<file path="src/hdl/matrix_matrix_multiply_defines.svh">
// Assertion macros for the matrix multiply block.
// Used by the top level; expects i_clk and i_rst_n in the including scope.
`ifndef MATRIX_MATRIX_MULTIPLY_DEFINES_SVH
`define MATRIX_MATRIX_MULTIPLY_DEFINES_SVH
`ifndef NO_ASSERTIONS
// Condition must hold in the same cycle as the trigger
`define MMM_ASSERT_SAME(lbl, trig, cond, msg) \
    lbl: assert property (@(posedge i_clk) disable iff (!i_rst_n) (trig) |-> (cond)) \
        else $error(msg);
// Condition must hold in the cycle after the trigger
`define MMM_ASSERT_NEXT(lbl, trig, cond, msg) \
    lbl: assert property (@(posedge i_clk) disable iff (!i_rst_n) (trig) |=> (cond)) \
        else $error(msg);
`else
`define MMM_ASSERT_SAME(lbl, trig, cond, msg)
`define MMM_ASSERT_NEXT(lbl, trig, cond, msg)
`endif
`endif

</file>
<file path="src/hdl/mmm_pkg.sv">
// Shared constants, codes, types and helpers of the matrix multiply block.
// No dependencies.
package mmm_pkg;

    localparam int MAX_DIM   = 8;
    localparam int IDX_W     = $clog2(MAX_DIM);
    localparam int ADDR_W    = 2 * IDX_W;
    localparam int DEPTH     = MAX_DIM * MAX_DIM;
    localparam int DIM_W     = 4;
    localparam int VAL_W     = 16;
    localparam int PROD_W    = 2 * VAL_W;
    localparam int SUM_W     = 35;
    localparam int FUNC_W    = 2;
    localparam int CFG_IDX_W = 2;

    // Request function codes
    localparam logic [FUNC_W-1:0] FN_LOAD_A  = 2'd0;
    localparam logic [FUNC_W-1:0] FN_LOAD_B  = 2'd1;
    localparam logic [FUNC_W-1:0] FN_COMPUTE = 2'd2;

    // Configuration register indexes
    localparam logic [CFG_IDX_W-1:0] CFG_ROWS_A     = 2'd0;
    localparam logic [CFG_IDX_W-1:0] CFG_INNER_SIZE = 2'd1;
    localparam logic [CFG_IDX_W-1:0] CFG_COLS_B     = 2'd2;

    localparam logic [DIM_W-1:0] DIM_RESET = DIM_W'(MAX_DIM);

    typedef enum logic [3:0] {
        ST_IDLE  = 4'b0001,
        ST_RUN   = 4'b0010,
        ST_DRAIN = 4'b0100,
        ST_EMIT  = 4'b1000
    } t_state;

    // Controller to datapath
    typedef struct packed {
        logic             we_a;
        logic             we_b;
        logic             rd_en;
        logic [IDX_W-1:0] rd_i;
        logic [IDX_W-1:0] rd_j;
        logic [IDX_W-1:0] rd_k;
        logic             first;
        logic             last;
        logic             load_out;
        logic [IDX_W-1:0] out_row;
        logic [IDX_W-1:0] out_col;
        logic             out_last;
    } t_cmd;

    // Datapath to controller
    typedef struct packed {
        logic acc_done;
        logic out_free;
    } t_status;

    // Highest index used for a dimension register: 0 acts as 1, above MAX_DIM clamps
    function automatic logic [IDX_W-1:0] eff_last(input logic [DIM_W-1:0] r);
        logic [IDX_W-1:0] res;
        if (r == '0) begin
            res = '0;
        end else if (int'(r) > MAX_DIM) begin
            res = IDX_W'(MAX_DIM - 1);
        end else begin
            res = IDX_W'(r - 1'b1);
        end
        return res;
    endfunction

endpackage

</file>
<file path="src/hdl/mmm_if.sv">
// Valid/ready channel interfaces of the matrix multiply block.
// Depends on mmm_pkg.
interface mmm_req_if;
    logic                                valid;
    logic                                ready;
    logic [mmm_pkg::FUNC_W-1:0]          func;
    logic [mmm_pkg::IDX_W-1:0]           row;
    logic [mmm_pkg::IDX_W-1:0]           col;
    logic signed [mmm_pkg::VAL_W-1:0]    value;

    modport source (output valid, func, row, col, value, input ready);
    modport sink   (input valid, func, row, col, value, output ready);
endinterface

interface mmm_res_if;
    logic                                valid;
    logic                                ready;
    logic [mmm_pkg::IDX_W-1:0]           out_row;
    logic [mmm_pkg::IDX_W-1:0]           out_col;
    logic signed [mmm_pkg::SUM_W-1:0]    sum;
    logic                                last;

    modport source (output valid, out_row, out_col, sum, last, input ready);
    modport sink   (input valid, out_row, out_col, sum, last, output ready);
endinterface

</file>
<file path="src/hdl/mmm_datapath.sv">
// Datapath: A and B element memories, multiply-accumulate pipeline, output register.
// Depends on mmm_pkg; driven by mmm_ctrl through t_cmd / t_status.
module mmm_datapath (
    input  logic                                i_clk,
    input  logic                                i_rst_n,
    input  mmm_pkg::t_cmd                       i_cmd,
    output mmm_pkg::t_status                    o_status,
    input  logic [mmm_pkg::IDX_W-1:0]           i_wr_row,
    input  logic [mmm_pkg::IDX_W-1:0]           i_wr_col,
    input  logic signed [mmm_pkg::VAL_W-1:0]    i_wr_value,
    input  logic                                i_out_ready,
    output logic                                o_out_valid,
    output logic [mmm_pkg::IDX_W-1:0]           o_out_row,
    output logic [mmm_pkg::IDX_W-1:0]           o_out_col,
    output logic signed [mmm_pkg::SUM_W-1:0]    o_out_sum,
    output logic                                o_out_last
);

    logic signed [mmm_pkg::VAL_W-1:0]  a_mem [mmm_pkg::DEPTH];
    logic signed [mmm_pkg::VAL_W-1:0]  b_mem [mmm_pkg::DEPTH];

    logic [mmm_pkg::ADDR_W-1:0]        wr_addr;
    logic [mmm_pkg::ADDR_W-1:0]        rd_addr_a;
    logic [mmm_pkg::ADDR_W-1:0]        rd_addr_b;

    logic signed [mmm_pkg::VAL_W-1:0]  r_a_q;
    logic signed [mmm_pkg::VAL_W-1:0]  r_b_q;
    logic                              r_v1, r_first1, r_last1;
    logic signed [mmm_pkg::PROD_W-1:0] r_prod;
    logic                              r_v2, r_first2, r_last2;
    logic signed [mmm_pkg::SUM_W-1:0]  r_acc;
    logic                              r_done;
    logic signed [mmm_pkg::SUM_W-1:0]  prod_ext;

    logic                              r_out_valid;
    logic [mmm_pkg::IDX_W-1:0]         r_out_row;
    logic [mmm_pkg::IDX_W-1:0]         r_out_col;
    logic signed [mmm_pkg::SUM_W-1:0]  r_out_sum;
    logic                              r_out_last;

    // Row-major addressing: row * MAX_DIM + col
    assign wr_addr   = {i_wr_row, i_wr_col};
    assign rd_addr_a = {i_cmd.rd_i, i_cmd.rd_k};
    assign rd_addr_b = {i_cmd.rd_k, i_cmd.rd_j};

    // Element memories: one write port, one registered read port each
    always_ff @(posedge i_clk) begin
        if (i_cmd.we_a) begin
            a_mem[wr_addr] <= i_wr_value;
        end
        r_a_q <= a_mem[rd_addr_a];
    end

    always_ff @(posedge i_clk) begin
        if (i_cmd.we_b) begin
            b_mem[wr_addr] <= i_wr_value;
        end
        r_b_q <= b_mem[rd_addr_b];
    end

    // Stage flags follow the read data down the pipe
    always_ff @(posedge i_clk) begin
        if (!i_rst_n) begin
            r_v1   <= 1'b0;
            r_v2   <= 1'b0;
            r_done <= 1'b0;
        end else begin
            r_v1   <= i_cmd.rd_en;
            r_v2   <= r_v1;
            r_done <= r_v2 && r_last2;
        end
    end

    // Product and accumulate (Q8.8 x Q8.8 gives exact Q16.16)
    assign prod_ext = mmm_pkg::SUM_W'(r_prod);

    always_ff @(posedge i_clk) begin
        r_first1 <= i_cmd.first;
        r_last1  <= i_cmd.last;
        r_first2 <= r_first1;
        r_last2  <= r_last1;
        r_prod   <= r_a_q * r_b_q;
        if (r_v2) begin
            r_acc <= r_first2 ? prod_ext : r_acc + prod_ext;
        end
    end

    // Output register; frees up when the receiver takes the result
    always_ff @(posedge i_clk) begin
        if (!i_rst_n) begin
            r_out_valid <= 1'b0;
        end else if (i_cmd.load_out) begin
            r_out_valid <= 1'b1;
        end else if (i_out_ready) begin
            r_out_valid <= 1'b0;
        end
    end

    always_ff @(posedge i_clk) begin
        if (i_cmd.load_out) begin
            r_out_row  <= i_cmd.out_row;
            r_out_col  <= i_cmd.out_col;
            r_out_sum  <= r_acc;
            r_out_last <= i_cmd.out_last;
        end
    end

    assign o_status.acc_done = r_done;
    assign o_status.out_free = !r_out_valid || i_out_ready;

    assign o_out_valid = r_out_valid;
    assign o_out_row   = r_out_row;
    assign o_out_col   = r_out_col;
    assign o_out_sum   = r_out_sum;
    assign o_out_last  = r_out_last;

endmodule

</file>
<file path="src/hdl/mmm_ctrl.sv">
// Controller: configuration registers, request handshake and the i/j/k loop sequencer.
// Depends on mmm_pkg; drives mmm_datapath through t_cmd / t_status.
module mmm_ctrl (
    input  logic                              i_clk,
    input  logic                              i_rst_n,
    input  logic                              i_cfg_we,
    input  logic [mmm_pkg::CFG_IDX_W-1:0]     i_cfg_idx,
    input  logic [mmm_pkg::DIM_W-1:0]         i_cfg_data,
    input  logic                              i_req_valid,
    input  logic [mmm_pkg::FUNC_W-1:0]        i_req_func,
    output logic                              o_req_ready,
    input  mmm_pkg::t_status                  i_status,
    output mmm_pkg::t_cmd                     o_cmd
);

    mmm_pkg::t_state               r_state, n_state;
    logic [mmm_pkg::DIM_W-1:0]     r_rows, r_inner, r_cols;
    logic [mmm_pkg::IDX_W-1:0]     r_i, r_j, r_k;
    logic [mmm_pkg::IDX_W-1:0]     n_i, n_j, n_k;
    logic [mmm_pkg::IDX_W-1:0]     m_last, n_last, p_last;
    logic                          accept;
    logic                          entry_last;

    // Configuration writes; unknown indexes are dropped
    always_ff @(posedge i_clk) begin
        if (!i_rst_n) begin
            r_rows  <= mmm_pkg::DIM_RESET;
            r_inner <= mmm_pkg::DIM_RESET;
            r_cols  <= mmm_pkg::DIM_RESET;
        end else if (i_cfg_we) begin
            case (i_cfg_idx)
                mmm_pkg::CFG_ROWS_A:     r_rows  <= i_cfg_data;
                mmm_pkg::CFG_INNER_SIZE: r_inner <= i_cfg_data;
                mmm_pkg::CFG_COLS_B:     r_cols  <= i_cfg_data;
                default: ;
            endcase
        end
    end

    assign m_last = mmm_pkg::eff_last(r_rows);
    assign n_last = mmm_pkg::eff_last(r_inner);
    assign p_last = mmm_pkg::eff_last(r_cols);

    assign o_req_ready = (r_state == mmm_pkg::ST_IDLE);
    assign accept      = i_req_valid && o_req_ready;
    assign entry_last  = (r_i == m_last) && (r_j == p_last);

    // Sequencer: RUN issues one k per cycle, DRAIN waits for the sum, EMIT hands it over
    always_comb begin
        n_state = r_state;
        n_i     = r_i;
        n_j     = r_j;
        n_k     = r_k;

        o_cmd          = '0;
        o_cmd.we_a     = accept && (i_req_func == mmm_pkg::FN_LOAD_A);
        o_cmd.we_b     = accept && (i_req_func == mmm_pkg::FN_LOAD_B);
        o_cmd.rd_i     = r_i;
        o_cmd.rd_j     = r_j;
        o_cmd.rd_k     = r_k;
        o_cmd.first    = (r_k == '0);
        o_cmd.last     = (r_k == n_last);
        o_cmd.out_row  = r_i;
        o_cmd.out_col  = r_j;
        o_cmd.out_last = entry_last;

        case (r_state)
            mmm_pkg::ST_IDLE: begin
                if (accept && (i_req_func == mmm_pkg::FN_COMPUTE)) begin
                    n_i     = '0;
                    n_j     = '0;
                    n_k     = '0;
                    n_state = mmm_pkg::ST_RUN;
                end
            end
            mmm_pkg::ST_RUN: begin
                o_cmd.rd_en = 1'b1;
                if (r_k == n_last) begin
                    n_state = mmm_pkg::ST_DRAIN;
                end else begin
                    n_k = r_k + 1'b1;
                end
            end
            mmm_pkg::ST_DRAIN: begin
                if (i_status.acc_done) begin
                    n_state = mmm_pkg::ST_EMIT;
                end
            end
            mmm_pkg::ST_EMIT: begin
                if (i_status.out_free) begin
                    o_cmd.load_out = 1'b1;
                    n_k            = '0;
                    if (entry_last) begin
                        n_state = mmm_pkg::ST_IDLE;
                    end else begin
                        n_state = mmm_pkg::ST_RUN;
                        if (r_j == p_last) begin
                            n_j = '0;
                            n_i = r_i + 1'b1;
                        end else begin
                            n_j = r_j + 1'b1;
                        end
                    end
                end
            end
            default: begin
                n_state = mmm_pkg::ST_IDLE;
            end
        endcase
    end

    always_ff @(posedge i_clk) begin
        if (!i_rst_n) begin
            r_state <= mmm_pkg::ST_IDLE;
            r_i     <= '0;
            r_j     <= '0;
            r_k     <= '0;
        end else begin
            r_state <= n_state;
            r_i     <= n_i;
            r_j     <= n_j;
            r_k     <= n_k;
        end
    end

endmodule

</file>
<file path="src/hdl/matrix_matrix_multiply.sv">
// Matrix multiply block C = A * B (signed Q8.8 operands, Q19.16 sums).
// Top level: depends on mmm_pkg, mmm_if, mmm_ctrl, mmm_datapath and the defines header.
//
// Usage:
//   i_req (valid/ready) carries requests: func 0 stores value as A(row,col),
//   func 1 stores it as B(row,col), func 2 computes C, func 3 is dropped.
//   o_res (valid/ready) returns one result per C entry, row-major, with last
//   set on the final one. Dimensions come from the write port i_cfg_*:
//   index 0 rows_a, 1 inner_size, 2 cols_b (0 acts as 1, above 8 as 8).
// Sequencing:
//   Loads and dropped requests are accepted whenever ready is high, which is while idle.
//   A compute request holds ready low until its last result is in the output
//   register. Each C entry takes one memory read pair per inner step through
//   the shared multiply-accumulate, then the read, multiply and accumulate
//   pipeline stages and a hand-off into the output register.
// Reset (i_rst_n, synchronous, active low) sets all dimensions to 8 and
// idles the sequencer; A and B contents are undefined until loaded.
// A stalled receiver holds the result in the output register; the sequencer
// waits with the next finished sum until that register is free.
`include "matrix_matrix_multiply_defines.svh"

module matrix_matrix_multiply (
    input  logic                              i_clk,
    input  logic                              i_rst_n,
    input  logic                              i_cfg_we,
    input  logic [mmm_pkg::CFG_IDX_W-1:0]     i_cfg_idx,
    input  logic [mmm_pkg::DIM_W-1:0]         i_cfg_data,
    mmm_req_if.sink                           i_req,
    mmm_res_if.source                         o_res
);

    mmm_pkg::t_cmd    cmd;
    mmm_pkg::t_status status;
    logic             req_ready;

    mmm_ctrl u_ctrl (
        .i_clk       (i_clk),
        .i_rst_n     (i_rst_n),
        .i_cfg_we    (i_cfg_we),
        .i_cfg_idx   (i_cfg_idx),
        .i_cfg_data  (i_cfg_data),
        .i_req_valid (i_req.valid),
        .i_req_func  (i_req.func),
        .o_req_ready (req_ready),
        .i_status    (status),
        .o_cmd       (cmd)
    );

    mmm_datapath u_datapath (
        .i_clk       (i_clk),
        .i_rst_n     (i_rst_n),
        .i_cmd       (cmd),
        .o_status    (status),
        .i_wr_row    (i_req.row),
        .i_wr_col    (i_req.col),
        .i_wr_value  (i_req.value),
        .i_out_ready (o_res.ready),
        .o_out_valid (o_res.valid),
        .o_out_row   (o_res.out_row),
        .o_out_col   (o_res.out_col),
        .o_out_sum   (o_res.sum),
        .o_out_last  (o_res.last)
    );

    assign i_req.ready = req_ready;

    // A held result is never overwritten
    `MMM_ASSERT_SAME(a_no_overwrite, cmd.load_out, status.out_free, "output overwritten")
    // No read is issued in the cycle after the final inner step
    `MMM_ASSERT_NEXT(a_issue_stops, cmd.rd_en && cmd.last, !cmd.rd_en, "read after last step")
    // Handing over the final entry returns the block to accepting requests
    `MMM_ASSERT_NEXT(a_idle_after_last, cmd.load_out && cmd.out_last, req_ready,
        "not idle after last entry")

endmodule

</file>
<file path="src/flat_wrapper.sv">
// flat-port wrapper written by rule: the top's interface ports become plain ports
module matrix_matrix_multiply_flat 
  (i_clk, i_rst_n, i_cfg_we, i_cfg_idx, i_cfg_data, i_req_valid, i_req_func, i_req_row, i_req_col, i_req_value, i_req_ready, o_res_valid, o_res_out_row, o_res_out_col, o_res_sum, o_res_last, o_res_ready);
  mmm_req_if i_req_i ();
  mmm_res_if o_res_i ();
  input  logic i_clk;
  input  logic i_rst_n;
  input  logic i_cfg_we;
  input  logic [mmm_pkg::CFG_IDX_W-1:0] i_cfg_idx;
  input  logic [mmm_pkg::DIM_W-1:0] i_cfg_data;
  input wire logic [$bits(i_req_i.valid)-1:0] i_req_valid;
  input wire logic [$bits(i_req_i.func)-1:0] i_req_func;
  input wire logic [$bits(i_req_i.row)-1:0] i_req_row;
  input wire logic [$bits(i_req_i.col)-1:0] i_req_col;
  input wire logic [$bits(i_req_i.value)-1:0] i_req_value;
  output wire logic [$bits(i_req_i.ready)-1:0] i_req_ready;
  output wire logic [$bits(o_res_i.valid)-1:0] o_res_valid;
  output wire logic [$bits(o_res_i.out_row)-1:0] o_res_out_row;
  output wire logic [$bits(o_res_i.out_col)-1:0] o_res_out_col;
  output wire logic [$bits(o_res_i.sum)-1:0] o_res_sum;
  output wire logic [$bits(o_res_i.last)-1:0] o_res_last;
  input wire logic [$bits(o_res_i.ready)-1:0] o_res_ready;
  assign i_req_i.valid = i_req_valid;
  assign i_req_i.func = i_req_func;
  assign i_req_i.row = i_req_row;
  assign i_req_i.col = i_req_col;
  assign i_req_i.value = i_req_value;
  assign i_req_ready = i_req_i.ready;
  assign o_res_valid = o_res_i.valid;
  assign o_res_out_row = o_res_i.out_row;
  assign o_res_out_col = o_res_i.out_col;
  assign o_res_sum = o_res_i.sum;
  assign o_res_last = o_res_i.last;
  assign o_res_i.ready = o_res_ready;
  matrix_matrix_multiply u_core (.i_clk(i_clk), .i_rst_n(i_rst_n), .i_cfg_we(i_cfg_we), .i_cfg_idx(i_cfg_idx), .i_cfg_data(i_cfg_data), .i_req(i_req_i), .o_res(o_res_i));
endmodule
</file>
<file path="config.mk">
export PLATFORM = sky130hd
export DESIGN_NAME = matrix_matrix_multiply_flat
export DESIGN_NICKNAME = d
export VERILOG_FILES = /design/src/hdl/mmm_pkg.sv /design/src/hdl/mmm_if.sv /design/src/hdl/mmm_datapath.sv /design/src/hdl/mmm_ctrl.sv /design/src/hdl/matrix_matrix_multiply.sv /design/src/flat_wrapper.sv
export VERILOG_INCLUDE_DIRS = /design/src /design/src/hdl
export SDC_FILE = /design/constraint.sdc
export NUM_CORES = 2
export LEC_CHECK = 0
export CORE_AREA = 3 3 493 495
export DETAILED_ROUTE_END_ITERATION = 8
export DIE_AREA = 0 0 496 498
export DONT_BUFFER_PORTS = 1
export GPL_ROUTABILITY_DRIVEN = 0
export HOLD_SLACK_MARGIN = 0.05
export PLACE_DENSITY = 0.64
export SLEW_MARGIN = 20
export SYNTH_ARGS = -nofsm -noshare
export SYNTH_HDL_FRONTEND = slang
export SYNTH_HIERARCHICAL = 1
export SYNTH_SLANG_ARGS = --single-unit
</file>
<file path="constraint.sdc">
create_clock -name i_clk -period 7 [get_ports i_clk]
set_input_delay 0.7 -clock i_clk [delete_from_list [all_inputs] [get_ports i_clk]]
set_output_delay 0.7 -clock i_clk [all_outputs]
set_load 0.005 [all_outputs]
</file>
==> impl_metrics.env <==
export IMPL_status="finished, final reports clean"
export IMPL_power_leakage_nw=34.7
export IMPL_stdcell_count=8361
export IMPL_syn_to_final_growth_pct=12.8
export IMPL_drt_iter0_drc=4678
export IMPL_grt_usage_pct=17.6
export IMPL_power_internal_mw=25.3
export IMPL_drive_gt1_share_pct=23.3
export IMPL_cts_setup_buffers=0
export IMPL_via_per_inst=5.50
export IMPL_critPathKind="reg -> reg"
export IMPL_power_switching_mw=10.6
export IMPL_required_ns=7.73
export IMPL_end_kind="flop"
export IMPL_dp_cells=7930
export IMPL_p_seq_share_pct=41.6
export IMPL_tightest_slew_ns=1.04
export IMPL_fp_dieW_um=496
export IMPL_nets=5425
export IMPL_syn_area_per_cell_sq_um=19.8
export IMPL_cp_data_arrival_time_ns=7.23
export IMPL_worstPathMaxFanout=16
export IMPL_fp_coreArea_sq_mm=0.238
export IMPL_cts_max_path_buffers=3
export IMPL_grt_pass1_vias=47171
export IMPL_async_flop_share_pct=0
export IMPL_num_rows=179
export IMPL_setup_viol_count_final=0
export IMPL_fmax_mhz=154
export IMPL_syn_nets=5238
export IMPL_cts_root_buffer="clkbuf_16"
export IMPL_rsz0062_at_grt="false"
export IMPL_vias=45980
export IMPL_dp_final_hpwl_mm=131
export IMPL_slew_viol_final=0
export IMPL_max_cap_violations=0
export IMPL_die_area_sq_mm=0.247
export IMPL_ys_types=81
export IMPL_final_hold_violation_count=0
export IMPL_skew_ns=0.0765
export IMPL_drt_pass1_iterations=5
export IMPL_syn_area_sq_mm=0.0955
export IMPL_grt_remaining_overflow=0
export IMPL_holdWs_ns=0.165
export IMPL_ir_worst_vdd_mv=0.598
export IMPL_wl_mm=216
export IMPL_die_h_um=498
export IMPL_initial_core_util_pct=40.1
export IMPL_grt_first_pass_wirelength_mm=323
export IMPL_fin_crit_ns=6.50
export IMPL_grt_max_degree=129
export IMPL_ys_seq_elements=2222
export IMPL_wire_per_inst_um=25.8
export IMPL_final_cell_mix="2125 x edfxtp_1, 672 x mux4_2, 321 x inv_1"
export IMPL_period_share_pct=92.8
export IMPL_ys_seq_area_share_pct=68.9
export IMPL_boundaryPins=79
export IMPL_synth_edf_count=2125
export IMPL_antenna_found_initial=10
export IMPL_switching_share_pct=29.5
export IMPL_cts_buffers=216
export IMPL_power_density_mw_per_mm2=334
export IMPL_netlist_instances=4817
export IMPL_startpoint_type="flop"
export IMPL_cts_sinks=2222
export IMPL_clk_pin_slew_ns=0.07
export IMPL_ant_nets=0
export IMPL_htreeDepth=4
export IMPL_tns_ns=0
export IMPL_clkPwrFrac_pct=32.8
export IMPL_hold_path_class="in -> reg"
export IMPL_ys_flop_type="edfxtp_1"
export IMPL_drc=0
export IMPL_combPwrFrac_pct=25.6
export IMPL_slew_headroom_pct=30.4
export IMPL_cts_tree="built"
export IMPL_final_common_cell="edfxtp_1"
export IMPL_insertion_delay_ns=0.86
export IMPL_yosysWarnings=6
export IMPL_numPortBuffers=0
stage by stage:
stage          cell area [sq um]  power [mW]  worst slack [ns]  util [%]
4_1_cts                   108000        36.2             0.515      45.2
2_1_floorplan              95500        22.0              1.06         -
3_5_place_dp               99900        24.2             0.561      41.9
3_3_place_gp               99900        24.0             0.722      41.9
6_report                  108000        36.0             0.505      45.2
5_1_grt                   108000        38.0             0.122      45.2
cell usage after synthesis, types with 30 or more instances:
library cell	n	area [sq um]
buf_2	49	245
inv_1	321	1200
ha_1	123	1540
edfxtp_1	2125	63800
a21oi_1	50	250
buf_1	30	113
dfxtp_1	97	1940
nand2_1	194	728
o21ai_0	70	350
mux4_2	672	15100
nor2_1	186	698
xnor2_1	34	298
and2_1	132	826
fa_1	263	5270
clkbuf_1	128	480
worst max-delay path, cell delays in order (launching register included):
cell and delay [ns]:
dfxtp_1 0.67, nand2_1 0.16, fa_1 0.52, fa_1 0.51, fa_1 0.52, inv_1 0.06
fa_1 0.48, fa_1 0.49, inv_1 0.05, fa_1 0.47, inv_1 0.04, ha_1 0.37
a21o_1 0.19, a211oi_1 0.32, o21ai_0 0.15, a22o_1 0.22, o21a_1 0.20, o31ai_1 0.52
nand2_1 0.11, o311ai_0 0.32
timing repair:
action | CTS | global route
endpoints found under the hold margin | 2041 | 0
hold buffers | 23 | 0
gates resized for setup | 0 | 0
area by class of cell:
| class | instances | area [sq um] |
|---|---|---|
| Fill cell | 20022 | 131000 |
| Sequential cell | 2222 | 65800 |
| Inverter | 322 | 1210 |
| Tap cell | 3167 | 3960 |
| Multi-Input combinational cell | 2048 | 27600 |
| Clock buffer | 258 | 5570 |
| Antenna cell | 8 | 20.0 |
| Timing Repair Buffer | 194 | 1910 |
| Clock inverter | 142 | 1700 |
path summary, 6_finish.rpt:
kind | end | slack (ns) | depth (start not counted) | from
setup / recovery | u_core/u_datapath/r_prod[23] | 0.50 | 19 | u_core/u_datapath/r_b_q[1]
hold / removal | u_core/u_ctrl/r_rows[3] | 0.16 | 2 | i_cfg_idx[0]
setup reg to reg | u_core/u_datapath/r_prod[23] | 0.50 | 19 | u_core/u_datapath/r_b_q[1]
hold reg to reg | u_core/u_datapath/r_first2 | 0.33 | 0 | u_core/u_datapath/r_first1
layer usage:
layer | wire length (um) | vias up | global-route usage (%)
met1 | 95200 | 24720 | 26.4
met3 | 15400 | 256 | 3.16
met5 | 0 | - | 0
met2 | 101000 | 1573 | 27.0
li1 | - | 19431 | -
met4 | 3930 | 0 | 3.57
power groups by stage:
stage	clock network [mW]	registers, mW	logic [mW]
detailed placement	0	15.2	8.93
global route	12.6	15.0	10.5
floorplan	0	15.2	6.86
finish	11.8	15.0	9.22
CTS	12.0	15.0	9.23
global placement	0	15.2	8.74
flip-flops by register name, indices dropped and copies added (netlist names), 4 cells and up:
| signal | flops |
|---|---|
| u_core/u_ctrl/r_cols | 4 |
| u_core/u_ctrl/r_rows | 4 |
| u_core/u_datapath/r_b_q | 16 |
| u_core/u_datapath/r_prod | 32 |
| u_core/u_ctrl/r_state | 4 |
| u_core/u_datapath/b_mem | 1024 |
| u_core/u_ctrl/r_inner | 4 |
| u_core/u_datapath/a_mem | 1024 |
| u_core/u_datapath/r_acc | 35 |
| u_core/u_datapath/r_a_q | 16 |
| u_core/u_datapath/o_out_sum | 35 |
kinds of logic after synthesis:
family / Yosys count / share of synthesized area, %
flops: 2222 / 68.9
mux: 684 / 16.0
simple gates: 658 / 3.39
buf+inv: 547 / 2.28
fa+ha+maj: 389 / 7.16
compound gates: 256 / 1.78
xor+xnor: 61 / 0.559
Note: power is estimated with default switching activity, not from simulation.
